$ cat src/sv/tbc_pkg.sv
package tbc_pkg;

   localparam int MAX_TILES = 16;
   localparam int MASK_W    = 16;
   localparam int NUM_CELLS = (MAX_TILES < MASK_W) ? MAX_TILES : MASK_W;
   localparam int INDEX_W   = 4;
   localparam int COUNT_W   = 5;
   localparam int LON_W     = 32;
   localparam int LAT_W     = 31;
   localparam int COORD_W   = 32;

   typedef enum logic [1:0] {
      OP_LOAD  = 2'd0,
      OP_POINT = 2'd1,
      OP_NODE  = 2'd2,
      OP_NONE  = 2'd3
   } tbc_op_type;

   typedef struct packed {
      logic                       valid;
      logic                       is_load;
      logic                       emit;
      logic                       is_way;
      logic                       empty;
      logic [INDEX_W-1:0]         index;
      logic signed [COORD_W-1:0]  min_lon;
      logic signed [COORD_W-1:0]  max_lon;
      logic signed [COORD_W-1:0]  min_lat;
      logic signed [COORD_W-1:0]  max_lat;
      logic [MASK_W-1:0]          mask;
   } tbc_beat_type;

endpackage

$ cat src/sv/tbc_front.sv
module tbc_front import tbc_pkg::*; (
   input  logic                      clock,
   input  logic                      reset,
   input  logic                      accept,
   input  logic                      advance,
   input  logic [1:0]                op,
   input  logic signed [LON_W-1:0]   lon,
   input  logic signed [LAT_W-1:0]   lat,
   input  logic signed [LON_W-1:0]   lon_second,
   input  logic signed [LAT_W-1:0]   lat_second,
   input  logic [INDEX_W-1:0]        tile_index,
   input  logic                      location_valid,
   input  logic                      last_node,
   output tbc_beat_type              beat_out
);

   logic signed [COORD_W-1:0] way_min_lon_ff, way_min_lon_in;
   logic signed [COORD_W-1:0] way_max_lon_ff, way_max_lon_in;
   logic signed [COORD_W-1:0] way_min_lat_ff, way_min_lat_in;
   logic signed [COORD_W-1:0] way_max_lat_ff, way_max_lat_in;
   logic                      way_box_valid_ff, way_box_valid_in;
   tbc_beat_type              beat_ff, beat_in;

   logic signed [COORD_W-1:0] lon_x, lat_x, lon2_x, lat2_x;
   logic signed [COORD_W-1:0] grow_min_lon, grow_max_lon, grow_min_lat, grow_max_lat;

   assign lon_x  = COORD_W'(lon);
   assign lat_x  = COORD_W'(lat);
   assign lon2_x = COORD_W'(lon_second);
   assign lat2_x = COORD_W'(lat_second);

   // running box grown by the current node
   always_comb begin
      if (!way_box_valid_ff) begin
         grow_min_lon = lon_x;
         grow_max_lon = lon_x;
         grow_min_lat = lat_x;
         grow_max_lat = lat_x;
      end else begin
         grow_min_lon = (lon_x < way_min_lon_ff) ? lon_x : way_min_lon_ff;
         grow_max_lon = (lon_x > way_max_lon_ff) ? lon_x : way_max_lon_ff;
         grow_min_lat = (lat_x < way_min_lat_ff) ? lat_x : way_min_lat_ff;
         grow_max_lat = (lat_x > way_max_lat_ff) ? lat_x : way_max_lat_ff;
      end
   end

   always_comb begin
      way_min_lon_in   = way_min_lon_ff;
      way_max_lon_in   = way_max_lon_ff;
      way_min_lat_in   = way_min_lat_ff;
      way_max_lat_in   = way_max_lat_ff;
      way_box_valid_in = way_box_valid_ff;

      beat_in         = '0;
      beat_in.valid   = accept;
      beat_in.index   = tile_index;
      beat_in.min_lon = lon_x;
      beat_in.max_lon = lon_x;
      beat_in.min_lat = lat_x;
      beat_in.max_lat = lat_x;

      case (tbc_op_type'(op))
         OP_LOAD: begin
            beat_in.is_load = 1'b1;
            beat_in.min_lon = (lon_x < lon2_x) ? lon_x : lon2_x;
            beat_in.max_lon = (lon_x < lon2_x) ? lon2_x : lon_x;
            beat_in.min_lat = (lat_x < lat2_x) ? lat_x : lat2_x;
            beat_in.max_lat = (lat_x < lat2_x) ? lat2_x : lat_x;
         end
         OP_POINT: begin
            beat_in.emit = 1'b1;
         end
         OP_NODE: begin
            if (location_valid) begin
               way_min_lon_in   = grow_min_lon;
               way_max_lon_in   = grow_max_lon;
               way_min_lat_in   = grow_min_lat;
               way_max_lat_in   = grow_max_lat;
               way_box_valid_in = 1'b1;
            end
            beat_in.emit    = last_node;
            beat_in.is_way  = 1'b1;
            beat_in.empty   = !way_box_valid_in;
            beat_in.min_lon = way_min_lon_in;
            beat_in.max_lon = way_max_lon_in;
            beat_in.min_lat = way_min_lat_in;
            beat_in.max_lat = way_max_lat_in;
            if (last_node) begin
               way_min_lon_in   = '0;
               way_max_lon_in   = '0;
               way_min_lat_in   = '0;
               way_max_lat_in   = '0;
               way_box_valid_in = 1'b0;
            end
         end
         default: begin
            beat_in.emit = 1'b0;
         end
      endcase

      if (!accept) begin
         way_min_lon_in   = way_min_lon_ff;
         way_max_lon_in   = way_max_lon_ff;
         way_min_lat_in   = way_min_lat_ff;
         way_max_lat_in   = way_max_lat_ff;
         way_box_valid_in = way_box_valid_ff;
      end
   end

   always_ff @(posedge clock) begin
      if (reset) begin
         way_min_lon_ff   <= '0;
         way_max_lon_ff   <= '0;
         way_min_lat_ff   <= '0;
         way_max_lat_ff   <= '0;
         way_box_valid_ff <= 1'b0;
         beat_ff.valid    <= 1'b0;
      end else begin
         way_min_lon_ff   <= way_min_lon_in;
         way_max_lon_ff   <= way_max_lon_in;
         way_min_lat_ff   <= way_min_lat_in;
         way_max_lat_ff   <= way_max_lat_in;
         way_box_valid_ff <= way_box_valid_in;
         if (advance) begin
            beat_ff <= beat_in;
         end
      end
   end

   assign beat_out = beat_ff;

endmodule

$ cat config.mk
export PLATFORM = sky130hd
export DESIGN_NAME = tbc_front
export DESIGN_NICKNAME = d
export VERILOG_FILES = /design/src/sv/tbc_pkg.sv /design/src/sv/tbc_front.sv
export SDC_FILE = /design/constraint.sdc
export NUM_CORES = 1
export LEC_CHECK = 0
export ABC_CLOCK_PERIOD_IN_PS = 25700
export BUFFER_PORTS_ARGS = -buffer_cell sky130_fd_sc_hd__clkbuf_2
export CORE_MARGIN = 1
export CORE_UTILIZATION = 30
export DETAILED_ROUTE_END_ITERATION = 16
export PLACE_DENSITY = 0.54
export SLEW_MARGIN = 20
export SYNTH_ARGS = -nofsm -noshare
export SYNTH_HDL_FRONTEND = slang
export SYNTH_SLANG_ARGS = --single-unit
$ cat constraint.sdc
create_clock -name clock -period 25.7 [get_ports clock]
set_input_delay 5.14 -clock clock [delete_from_list [all_inputs] [get_ports clock]]
set_output_delay 5.14 -clock clock [all_outputs]
set_load 0.02 [all_outputs]
==> summary.md <==
| Metric | Value |
|---|---|
| NumNets Final | `2470` |
| EDFF count, synth | `136` |
| Crit-path cells | `clkbuf_2 -> ha_1 -> nand4_1 -> nor4_2 -> nand4_1 -> and2_1 -> a2111oi_2 -> or3_2 -> buf_4 -> mux2i_1 -> o221ai_1` |
| PortBufs | `274` |
| Drt via density | `5.47` |
| Root buffer cell | `clkbuf_16` |
| Max incr delay on CP | `0.66 ns` |
| Largest delay share family, worst path | `simple AND/OR/NAND/NOR gates` |
| Drt pass-1 iters | `5` |
| CTS tree | `done` |
| WL/cell | `21.0 µm` |
| Resized cells post-CTS | `0` |
| Worst EP arrival | `9.28 ns` |
| Netlist cell types | `74` |
| Hold Crit Class | `reg -> reg` |
| Crit. End Element | `flop` |
| Hold Fails Final Rpt | `0` |
| Reg2Reg Depth | `11` |
| Iteration-0 DRC Markers | `1034` |
| Post-Syn Instances | `1972` |
| Maximum VDD drop | `0.0343 mV` |
| Hold Buf Count CTS | `0` |
| CP startpoint kind | `input pin` |
| CTS H-tree depth | `2` |
| Static Leakage | `8.87 nW` |
| Clk buf depth | `3` |
| Setup TNS | `0 ns` |
| CP Max Fanout | `47` |
| Ranking of synthesized cells by area | `edfxtp_1, dfxtp_1, ha_1` |
| Synth Flop Type | `edfxtp_1` |
| Most common cell after layout, fill and taps aside | `clkbuf_2` |
| Clock Sinks | `266` |
| Core ar. | `61800 µm²` |
| Synth warn | `0` |
| Crit Path Category | `in -> reg` |
| CP Depth | `11` |
| Hold depth | `1` |
| Slew Viols, Final | `0` |
| Status | `complete, no violations` |
| Chip height | `252 µm` |
| F_max | `111 MHz` |
| Vias in the first global route | `15700` |
| CTS Buf Count | `35` |
| Clk_lat worst skew | `0.55 ns` |
| Setup bufs post-CTS | `0` |
| Final worst path period need | `9.03 ns` |
| Pwr dens | `58.7 nW/µm²` |
| Layout area overhead | `15.9%` |
| DR DRC count | `0` |
| Worst Skew | `0.0283 ns` |
| Synth async-reset ratio | `0` |
| Num ports | `291` |
| Most frequent cell on the critical path | `nand4_1` |
| WL final | `63100 µm` |
| Seq cells post-synth | `266` |
| Post-Syn Area | `18800 µm²` |
| GRT Util Overall | `0.193` |
| Worst Max-Slew Pin Slew | `1.10 ns` |
| Avg Synthesized Cell Area | `9.53 µm²` |
| Slowest stage cell, crit path | `buf_4` |
| Seq/Total Area, Yosys | `0.356` |
| Rows | `91` |
| Largest net degree at the start of global routing | `78` |
| RSZ-0062 raised after global routing | `no` |
| WHS | `0.475 ns` |
| Routability congestion estimate | `0.832` |
| Max Cap Viol | `0` |
| Fraction of layout instances using a drive strength above 1 | `0.203` |
| Grt ovf | `0` |
| CP bufs+invs | `2` |
| Antenna-violating nets left | `0` |
| Antenna violations before repair | `4` |
| Die area | `63600 µm²` |
| Routed via count | `16500` |
| Final period utilization | `0.352` |
| Overall Power | `1.28 mW` |
| Final HPWL DP | `42800 µm` |
| First-pass GRT wire length | `95600 µm` |
| Synth top area share | `0.217` |
| Rel. slew slack | `0.269` |
| Die width | `252 µm` |
| Reg clk slew, reported paths | `0.06 ns` |
| Starting density of the core | `0.304` |
| Setup violators final | `0` |
| Synth area leader | `edfxtp_1` |
| Most frequent cells in the layout | `clkbuf_2, inv_1, ha_1` |
| End-of-flow core utilization | `0.352` |
| WP data required | `25.95 ns` |
-- through the flow --
stage               setup WS [ns]  std cells  instance area, µm²
floorplan                   13.57       1987               18800
global placement            16.18       2942               20600
detailed placement          16.11       2942               20600
CTS                         16.68       3005               21800
global route                16.50       3005               21800
finish                      16.67       3006               21800
-- flip-flops by register name (all words and copies together), names as in the netlist --
name              cells
way_min_lat_ff       32
way_min_lon_ff       32
way_max_lon_ff       32
beat_out            137
way_box_valid_ff      1
way_max_lat_ff       32
-- Yosys cell counts, drive strengths merged (63+ instances only) --
cell type and number:
a221o 63, nor3 69, a21oi 133, edfxtp 136
mux2i 102, clkbuf 102, a22o 63, nand2 173
buf 79, dfxtp 130, o21ai 66, inv 197
ha 190
-- area by class of cell --
type | count | area [µm²]
clock buffers | 45 | 985
repair buffers | 299 | 1560
fillers | 6245 | 40000
inverters | 197 | 739
clock inverters | 18 | 209
multi-input cells | 1343 | 10600
well taps | 837 | 1050
diodes | 1 | 2.50
flip-flops and latches | 266 | 6690
-- report_power, final --
part / internal [mW] / total [mW] / leakage (nW) / switching, mW
Clock: 0.312 / 0.519 / 0.583 / 0.208
Combinational: 0.105 / 0.281 / 5.96 / 0.176
Sequential: 0.470 / 0.478 / 2.33 / 0.00835
Total: 0.886 / 1.28 / 8.87 / 0.392
-- cell families after synthesis --
logic type,Yosys count,share of synthesized area
buffers and inverters,378,0.0917
XOR/XNOR,1,0.00146
AND/OR/NAND/NOR,448,0.114
multiplexers,161,0.0997
AO/OA/AOI/OAI,527,0.211
other,1,0.000200
adder cells (fa/ha/maj),190,0.126
flip-flops,266,0.356
-- metal layers --
layer | global-route usage | up-vias | share of wire
met2 | 0.320 | 587 | 0.47
met5 | 0 | - | 0.00060
met3 | 0.0308 | 72 | 0.064
met1 | 0.261 | 8049 | 0.45
li1 | - | 7737 | -
met4 | 0.0450 | 6 | 0.016
-- worst paths after layout --
| kind | startpoint | slack [ns] | end |
|---|---|---|---|
| hold / removal | way_min_lat_ff[22] | 0.48 | way_min_lat_ff[22] |
| setup / recovery | lon[25] | 16.67 | beat_out[81] |
| setup reg to reg | way_max_lon_ff[31] | 21.08 | beat_out[81] |
| hold reg to reg | way_min_lat_ff[22] | 0.48 | way_min_lat_ff[22] |
Power figures use the tool's default switching activity.
