File: src/sv/tbc_pkg.sv
package tbc_pkg;

   localparam int MAX_TILES = 16;
   localparam int MASK_W    = 16;
   localparam int NUM_CELLS = (MAX_TILES < MASK_W) ? MAX_TILES : MASK_W;
   localparam int INDEX_W   = 4;
   localparam int COUNT_W   = 5;
   localparam int LON_W     = 32;
   localparam int LAT_W     = 31;
   localparam int COORD_W   = 32;

   typedef enum logic [1:0] {
      OP_LOAD  = 2'd0,
      OP_POINT = 2'd1,
      OP_NODE  = 2'd2,
      OP_NONE  = 2'd3
   } tbc_op_type;

   typedef struct packed {
      logic                       valid;
      logic                       is_load;
      logic                       emit;
      logic                       is_way;
      logic                       empty;
      logic [INDEX_W-1:0]         index;
      logic signed [COORD_W-1:0]  min_lon;
      logic signed [COORD_W-1:0]  max_lon;
      logic signed [COORD_W-1:0]  min_lat;
      logic signed [COORD_W-1:0]  max_lat;
      logic [MASK_W-1:0]          mask;
   } tbc_beat_type;

endpackage

File: src/sv/tbc_cell.sv
module tbc_cell import tbc_pkg::*; (
   input  logic               clock,
   input  logic               reset,
   input  logic               advance,
   input  logic [INDEX_W-1:0] cell_id,
   input  logic               active,
   input  tbc_beat_type       beat_in,
   output tbc_beat_type       beat_out
);

   logic signed [COORD_W-1:0] tile_min_lon_ff, tile_max_lon_ff;
   logic signed [COORD_W-1:0] tile_min_lat_ff, tile_max_lat_ff;
   tbc_beat_type              beat_ff, beat_next;
   logic                      hit;
   logic                      load_here;

   // strict overlap; a point arrives as a zero-size box
   assign hit = beat_in.valid && !beat_in.is_load && !beat_in.empty && active &&
                (beat_in.max_lon > tile_min_lon_ff) && (beat_in.min_lon < tile_max_lon_ff) &&
                (beat_in.max_lat > tile_min_lat_ff) && (beat_in.min_lat < tile_max_lat_ff);

   assign load_here = advance && beat_in.valid && beat_in.is_load &&
                      (beat_in.index == cell_id);

   always_comb begin
      beat_next = beat_in;
      beat_next.mask[cell_id] = beat_in.mask[cell_id] | hit;
   end

   always_ff @(posedge clock) begin
      if (load_here) begin
         tile_min_lon_ff <= beat_in.min_lon;
         tile_max_lon_ff <= beat_in.max_lon;
         tile_min_lat_ff <= beat_in.min_lat;
         tile_max_lat_ff <= beat_in.max_lat;
      end
   end

   always_ff @(posedge clock) begin
      if (reset) begin
         beat_ff.valid <= 1'b0;
      end else if (advance) begin
         beat_ff <= beat_next;
      end
   end

   assign beat_out = beat_ff;

endmodule

File: config.mk
export PLATFORM = sky130hd
export DESIGN_NAME = tbc_cell
export DESIGN_NICKNAME = d
export VERILOG_FILES = /design/src/sv/tbc_pkg.sv /design/src/sv/tbc_cell.sv
export SDC_FILE = /design/constraint.sdc
export NUM_CORES = 1
export LEC_CHECK = 0
export BUFFER_PORTS_ARGS = -buffer_cell sky130_fd_sc_hd__buf_2
export CAP_MARGIN = 30
export CORE_MARGIN = 4
export CORE_UTILIZATION = 57
export DETAILED_ROUTE_END_ITERATION = 8
export GPL_TIMING_DRIVEN = 1
export PLACE_DENSITY = 0.91
export SLEW_MARGIN = 20
export SYNTH_ARGS = -nofsm -noshare
export SYNTH_HDL_FRONTEND = slang
export SYNTH_SLANG_ARGS = --single-unit
File: constraint.sdc
create_clock -name clock -period 21.4 [get_ports clock]
set_clock_uncertainty 0.2 [all_clocks]
set_input_delay 1.07 -clock clock [delete_from_list [all_inputs] [get_ports clock]]
set_output_delay 1.07 -clock clock [all_outputs]
set_load 0.005 [all_outputs]
==> metrics.txt, run 1 <==
max-cap violation count 0; DP HPWL 22540 um; PortBufs 313; most frequent cells in the layout 313 x buf_2, 280 x edfxtp_1, 143 x inv_1; CTS buffer count 29; Core Area 21020 um2; GPL Wtd Cong 0.8549; global-route wire length before repair 47410 um; Pleak 6.557 nW; GR peak layer met2; Clock transition at path regs 0.06 ns; post-CTS setup buffer count 0; GRT Overall Usage 25.63%; count of final setup violators 0; Max IR drop VDD 96.72 uV; largest net degree at the start of global routing 153; Final Critical Period 3.912 ns; # IOs 314; Worst-Skew Late Latency 0.54 ns; met3 Use GR 6.361%; syn avg cell area 15.08 um2; GRT overflow 0; hold path cells 2; Area Overhead vs Synth 23.95%; Min-Delay Path Class register to register; status complete, no violations; crit path max fanout 16; Synth warnings 0; CTS Root Cell clkbuf_16; RSZ-0062 raised after global routing no; Initial Util 57.91%; Post-synth top flop edfxtp_1; share of cells above drive strength 1 32.68%; crit end category register; Post-Route WL 31260 um; routed len/inst 21.55 um; initial antenna violation count 4; EDFF count, synth 280; WS Path Type input port to register; slew of the pin with the lowest slew margin 0.8544 ns; Most Frequent Cell on Critical Path o31ai_1; vias in the first global route 8634; ys async rst share 0%; Worst EP required 21.55 ns; std cell rows 53; Pre-antenna DRT Iters 5; Die Wd 154.1 um; Yosys cell types 55; syn nets 1094; synthesized area 12170 um2; Achievable Freq 255.6 MHz; Syn Inst Count 807; vias per inst 5.595; CP arrival 4.06 ns; slowest cell on the critical path nor3_1; H-tree Lvls 1; post_cts resized 0; worst r2r path cells 9; worst min-delay path startpoint beat_out[152]; most common cell after layout, fill and taps aside buf_2; final core occ 71.78%; Slew Viols, Final 0; Setup TNS 0 ns; final hold violations 0; Worst setup startpoint beat_in[37]; CP peak stage delay 0.56 ns; Worst setup SP type input port; Die Ht 154.1 um; worst-path cell chain buf_2 > ha_1 > nand4_1 > or2_2 > nor3_1 > o31ai_1 > a31oi_1 > nand3_2 > o31ai_1; drt initial violations 526; Seq/Total Area, Yosys 69.24%; final period utilization 18.28%; drt drc 0; ANT nets after route 0; Clock Tree Buf Depth 3; DIE AREA 23760 um2; TritonCTS clock tree yes; Yosys reg bits 281; worst r2r src tile_min_lat_ff[23]; Sink Count 281; Pwr Density 82.12 nW/um2; cts hold-fix bufs 0; met2 usage 45.34%; relative slew slack 43.04%; routing usage on met1 30.67%; final layout net count 1440; Via Count 8118
## kinds of logic (layout without fill, tap and decap cells)
kind of cell,count (synthesis),count (layout),synth area share [%]
AOI/OAI and AO/OA,116,116,6.733
xor gates and xnor gates,4,4,0.2879
adders and majority gates,126,126,12.95
buffers and inverters,147,515,4.666
DFF,281,281,69.24
muxes,2,2,0.2055
other,0,1,0
and+or+nand+nor,131,131,5.921
## power breakdown
group          internal, W  switching, W  total [W]
registers         0.000631    0.00000613   0.000637
logic            0.0000403     0.0000581  0.0000984
clock network     0.000295      0.000208   0.000504
## worst paths after layout
| kind | endpoint | slack, ns |
|---|---|---|
| max reg2reg | beat_out[0] | 17.76 |
| min | beat_out[152] | 0.37 |
| max | beat_out[0] | 17.49 |
| min reg2reg | beat_out[152] | 0.37 |
## area by class of cell
| cell class | instances | area [um2] |
|---|---|---|
| clock buffer | 32 | 737.0 |
| sequential | 281 | 8428 |
| tap | 275 | 344.1 |
| clock inverter | 21 | 205.2 |
| fill | 1262 | 5933 |
| antenna | 1 | 2.502 |
| timing repair buffer | 319 | 1644 |
| inverter | 143 | 536.8 |
| multi-input combinational | 379 | 3191 |
## per-stage QoR
step	cell area [um2]	total power, W	instances	setup WS [ns]	hold WS, ns
after floorplan	12170	0.0006888	807	6.839	0.2850
after global placement	14110	0.0007387	1395	16.94	0.2708
after detailed placement	14110	0.0007447	1395	16.86	0.3594
after CTS	15050	0.001245	1448	17.40	0.3732
after global routing	15090	0.001279	1451	17.30	0.4084
final	15090	0.001239	1451	17.49	0.3666
## per-layer routing
| layer | up-vias | share of wire (%) |
|---|---|---|
| met4 | 6 | 3.7 |
| met5 | - | 0.15 |
| met3 | 90 | 9.9 |
| met1 | 3848 | 36 |
| met2 | 467 | 51 |
| li1 | 3707 | - |
## cell usage after synthesis (all sizes together), types with 2 or more instances
master   number  area (um2)
and4          6       52.55
o21a          4       30.03
a31oi         3       18.77
a221oi        2       17.52
nand3        11       60.06
ha          126        1577
a21oi        46       230.2
nor3          6       30.03
nand2b        4       32.53
a2111oi       4       53.81
nor2         17       63.81
xor2          3       26.28
and2          3       18.77
buf           3       27.52
nor2b         8       50.05
nor4          2       12.51
o31ai        18       185.2
o211ai        4       30.03
inv         143       536.8
o21ai        14       70.06
edfxtp      280        8408
a21o          8       60.06
a211oi        3       27.52
nand4        34       212.7
nand2        30       112.6
and3          3       18.77
## critical path: cells and delay by family
family	cells	cell delay, ns
AND/OR/NAND/NOR	4	1.51
AO/OA/AOI/OAI	3	1.05
adder cells (fa/ha/maj)	1	0.29
buffers and inverters	1	0.12
## state kept, by name, summed over array words and instances, names as in the netlist
signal / cells
tile_min_lat_ff: 32
tile_max_lat_ff: 32
beat_out: 153
tile_max_lon_ff: 32
tile_min_lon_ff: 32
No activity file was read; power rests on OpenSTA's default activity.
==> run 2, diff against run 1 <==
- ABC_AREA: not set -> 1
- CORE_UTILIZATION: 57 -> 53
- PLACE_DENSITY: 0.91 -> 0.86
- clock period: 21.4 -> 3.8 ns (I/O delays scaled with it)
==> run 2 against run 1 <==
Synthesized cell count increased by 16%; first-iteration DRC count increased by 39%; clock power increased to 5.4 times the previous value; utilization increased by 2.6 points; critical path depth increased by 9; register-to-register slack got worse by 17 ns; largest cell class unchanged; sequential share of layout area decreased by 6.1 points; final area increased by 12%; highest routed layer is now met4; non-clock buffer count increased by 157.
==> metrics.txt, run 2 <==
initial antenna violation count 0; total power 0.007072 W; Core Area 22780 um2; Clock Power Share 38.6%; EDFF count, synth 280; relative slew slack 40.27%; met2 usage 48.20%; Post-Route WL 34950 um; most common cell after layout, fill and taps aside buf_2; Final Instance Count excl. Fillers 1775; Synth warnings 0; CP peak stage delay 0.57 ns; Post-synth top flop edfxtp_1; std cell rows 55; GR peak layer met2; Via Count 9217; Max IR drop VDD 380.7 uV; GRT Overall Usage 26.39%; Pre-antenna DRT Iters 5; Syn Inst Count 934; crit path max fanout 16; Slew Viols, Final 0; Die Ht 160.8 um; Yosys reg bits 281; Clock transition at path regs 0.06 ns; Sw Share 23.20%; Min-Delay Path Class input port to register; most frequent cells in the layout 313 x buf_2, 280 x edfxtp_1, 161 x inv_1; Clock Tree Buf Depth 3; CTS buffer count 29; # diodes 0; main area contributors after synthesis edfxtp_1 68%, ha_1 13%, inv_1 4.9%; # IOs 314; Seq/Total Area, Yosys 68.07%; share of the synthesized area in the top cell type 67.91%; RSZ-0062 raised after global routing no; final period utilization 71.26%; crit end category register; Largest register FFs 153; final hold violations 0; slowest cell on the critical path dlygate4sd3_1; status complete, no violations; DIE AREA 25870 um2; routed len/inst 19.69 um; count of final setup violators 0; total net switching power 0.001641 W; Yosys top cell by area edfxtp_1; GRT overflow 0; TritonCTS clock tree yes; post-placement setup slack 1.078 ns; Initial Util 54.36%; Pleak 7.515 nW; met3 Use GR 6.697%; most frequent cells after synthesis 280 x edfxtp_1, 163 x inv_1, 126 x ha_1; drt initial violations 732; ys async rst share 0%; routing usage on met1 30.79%; Fillers 1337; CTS Root Cell clkbuf_16; ANT nets after route 0; Sink Count 281; H-tree Lvls 1; post_cts resized 0; combinational power share 10.6%; final layout net count 1727; post-CTS setup buffer count 0; syn nets 1221; slew of the pin with the lowest slew margin 0.8938 ns; CP arrival 2.79 ns; DP HPWL 21840 um; Worst-Skew Late Latency 0.54 ns; max-cap violation count 0; synthesized area 12380 um2; Placed Cells 1566; Worst setup SP type input port; Pwr Density 417.6 nW/um2; global-route wire length before repair 53480 um; Die Wd 160.8 um; Final Critical Period 2.708 ns; drt drc 0; WS Path Type input port to register; largest net degree at the start of global routing 129; GPL Wtd Cong 0.8760; top-count cell post-synth edfxtp_1; worst-path cell chain dlygate4sd3_1 > buf_2 > ha_1 > nand2_1 > inv_1 > nand3_1 > nor3_1 > nand2_1 > nand2_1 > nand2_1 > nand2_1 > nand2_1 > nand2_1 > nor2_2 > nand3_2 > nand2_4 > nand2_1 > nand2_1; hold slack 0.04105 ns; vias in the first global route 9739; Area Overhead vs Synth 36.78%; vias per inst 5.193; share of cells above drive strength 1 27.29%; Most Frequent Cell on Critical Path nand2_1; Setup TNS 0 ns; Achievable Freq 369.3 MHz; worst setup margin 1.092 ns; Worst EP required 3.88 ns; PortBufs 313; Yosys cell types 29; syn avg cell area 13.26 um2; Internal 0.005432 W; share of power burned in registers 50.8%
## run 2: final timing paths
| kind | from | to | slack, ns | cells past startpoint |
|---|---|---|---|---|
| setup reg to reg | tile_min_lon_ff[31] | beat_out[1] | 1.10 | 13 |
| hold reg to reg | beat_out[152] | beat_out[152] | 0.84 | 3 |
| setup / recovery | beat_in[127] | beat_out[1] | 1.09 | 18 |
| hold / removal | cell_id[1] | beat_out[15] | 0.04 | 5 |
## run 2: stage by stage
step | util, % | area, um2
6_report | 74.35 | 16940
5_1_grt | 74.35 | 16940
4_1_cts | 74.35 | 16940
3_5_place_dp | 63.54 | 14470
3_3_place_gp | 63.54 | 14470
2_1_floorplan | - | 12440
## run 2: metal layers
| layer | vias to the layer above | wire length [um] |
|---|---|---|
| met5 | - | 0 |
| met4 | 0 | 970 |
| met3 | 78 | 3413 |
| met2 | 547 | 17980 |
| met1 | 4309 | 12580 |
| li1 | 4283 | - |
## run 2: power by group through the flow
stage,Sequential (W),Combinational (W),Clock (W)
CTS,0.00359,0.000727,0.00274
finish,0.00360,0.000747,0.00273
detailed placement,0.00365,0.000595,0
global placement,0.00365,0.000572,0
floorplan,0.00367,0.000230,0
global route,0.00360,0.000817,0.00290
## run 2: area by class of cell
type | count | area [um2] | area share [%]
inverter | 163 | 619.3 | 3.657
multi-input combinational | 489 | 3377 | 19.94
clock inverter | 22 | 168.9 | 0.9973
timing repair buffer | 476 | 3218 | 19.00
sequential | 281 | 8428 | 49.76
tap | 313 | 391.6 | 2.312
clock buffer | 31 | 733.2 | 4.329
## run 2: logic make-up (layout without fill, tap and decap cells)
family          Yosys count  in the layout  synth area share [%]
flops                   281            281                 68.07
buf+inv                 164            692                 5.103
simple gates            242            242                 8.802
compound gates          120            120                 5.224
fa+ha+maj               126            126                 12.73
xor+xnor                  1              1               0.07075
## run 2: timing repair
| item | CTS | global route |
|---|---|---|
| hold endpoints to repair | 301 | 0 |
| hold buffers | 156 | 0 |
| setup endpoints to repair | 0 | 0 |
## run 2: critical path, delay by kind of cell
family | cells | cell delay, ns
buffers and inverters | 3 | 0.79
AND/OR/NAND/NOR | 14 | 1.47
adder cells (fa/ha/maj) | 1 | 0.34
==> run 3, diff against run 2 <==
- ABC_AREA: 1 -> 0
- CORE_UTILIZATION: 53 -> 48
- PLACE_DENSITY: 0.86 -> 0.82
- clock period: 3.8 -> 2.3 ns (I/O delays scaled with it)
==> run 3 against run 2 <==
The flow now finishes with violations (negative setup slack); final area is 5.6% higher; non-clock buffer count is 81 higher; global-route usage is 0.52 points lower; clock power is 73% higher; critical path depth is 9 lower; die area is 8.1% higher; utilization is 2.9 points lower; clock-buffer cell count is 6 higher; via count is 1.1% higher; worst setup slack worse by 1.6 ns.
==> metrics.txt, run 3 (synthesis results as in run 1) <==
Max IR drop VDD 639.3 uV; hold endpoint tile_min_lon_ff[5]; TritonCTS clock tree yes; worst r2r path cells 9; drt drc 0; GRT overflow 0; Die Ht 167.3 um; share of power burned in registers 49.3%; GPL Wtd Cong 0.8232; relative slew slack 68.36%; DP HPWL 23090 um; Clock Tree Buf Depth 3; Post-Route WL 37730 um; hold path cells 4; global-route wire length before repair 56470 um; Area Overhead vs Synth 46.90%; H-tree Lvls 1; Worst setup startpoint tile_min_lon_ff[7]; Min-Delay Path Class input port to register; Via Count 9316; Sink Count 281; final layout net count 1679; crit end category register; PortBufs 313; Clock Power Share 39.3%; post-placement setup slack -0.6881 ns; worst r2r src tile_min_lon_ff[7]; share of cells above drive strength 1 35.93%; CTS Root Cell clkbuf_16; WS Path Type register to register; Fillers 1565; Slew Viols, Final 0; std cell rows 58; Pre-antenna DRT Iters 5; status finished with violations; crit path max fanout 16; largest net degree at the start of global routing 80; final hold violations 0; vias per inst 5.326; Worst setup SP type register; max-cap violation count 0; worst min-delay path startpoint beat_in[152]; Final Critical Period 2.838 ns; RSZ-0062 raised after global routing yes; combinational power share 11.4%; worst reg2reg endpoint beat_out[0]; initial antenna violation count 6; Core Area 25040 um2; Post-Place Cell Area 14940 um2; total net switching power 0.002719 W; Final Cell Area 17880 um2; final core occ 71.42%; failing checks negative setup slack; routed len/inst 21.57 um; Worst EP required 2.46 ns; worst reg2reg setup slack -0.54 ns; DIE AREA 27970 um2; final period utilization 123.4%; Die Wd 167.3 um; vias in the first global route 10150; count of final setup violators 16; CP arrival 3.00 ns; Clock transition at path regs 0.06 ns; worst setup margin -0.5383 ns; GRT Overall Usage 25.86%; slew of the pin with the lowest slew margin 0.4745 ns; most frequent cells in the layout 313 x buf_2, 280 x edfxtp_1, 159 x dlygate4sd3_1; Internal 0.009309 W; ANT nets after route 0; Pleak 7.680 nW; Pwr Density 672.6 nW/um2; Sw Share 22.60%; drt initial violations 757; Largest register FFs 153; Achievable Freq 352.3 MHz; # IOs 314; most common cell after layout, fill and taps aside buf_2; Initial Util 48.62%; Worst-Skew Late Latency 0.54 ns; CTS buffer count 29; hold slack 0.03286 ns
## run 3: what timing repair did
action	CTS	global route
setup buffers	1	1
endpoints found under the hold margin	319	0
endpoints found under the setup margin	16	16
gates resized for setup	35	24
hold buffers	159	0
pin swaps	16	20
cloned	2	0
## run 3: critical path, stage by stage (launching register included)
cell	delay (ns)
edfxtp_1	0.34
inv_1	0.05
ha_1	0.32
nand4_1	0.27
a21oi_1	0.41
o221ai_2	0.20
a21oi_2	0.22
buf_12	0.16
nand4_1	0.16
o31ai_4	0.32
## run 3: per-layer routing
metal / GRT usage (%) / up-vias / part of all wire (%)
met1: 29.59 / 4475 / 35
met2: 45.51 / 499 / 50
met5: 0 / - / 0.082
li1: - / 4206 / -
met3: 6.752 / 130 / 9.0
met4: 12.03 / 6 / 5.0
## run 3: power by group through the flow
stage | clock [W] | combinational [W] | sequential [W]
2_1_floorplan | 0 | 0.000331 | 0.00606
3_3_place_gp | 0 | 0.000988 | 0.00602
3_5_place_dp | 0 | 0.00103 | 0.00603
4_1_cts | 0.00476 | 0.00131 | 0.00592
5_1_grt | 0.00503 | 0.00147 | 0.00594
6_report | 0.00473 | 0.00137 | 0.00593
## run 3: per-stage QoR
| stage | instances | TNS (ns) | total power (W) |
|---|---|---|---|
| 2_1_floorplan | 807 | -470.21 | 0.006394 |
| 4_1_cts | 1743 | -6.788 | 0.01199 |
| 3_5_place_dp | 1529 | -10.01 | 0.007053 |
| 3_3_place_gp | 1529 | -10.69 | 0.007010 |
| 6_report | 1749 | -7.516 | 0.01203 |
| 5_1_grt | 1747 | -8.682 | 0.01245 |
## run 3: how the worst max path moves through the flow
stage,to,cells past startpoint
detailed placement,beat_out[3],11
finish,beat_out[0],9
floorplan,tile_max_lat_ff[0],2
CTS,beat_out[5],9
global placement,beat_out[2],11
global route,beat_out[15],11
## run 3: area by class of cell
| type | count | area (um2) | share of cell area [%] |
|---|---|---|---|
| sequential | 281 | 8428 | 47.13 |
| tap | 330 | 412.9 | 2.309 |
| inverter | 143 | 536.8 | 3.002 |
| timing repair buffer | 557 | 3929 | 21.97 |
| clock inverter | 16 | 176.4 | 0.9866 |
| clock buffer | 37 | 755.7 | 4.226 |
| antenna | 5 | 12.51 | 0.06997 |
| multi-input combinational | 380 | 3631 | 20.30 |
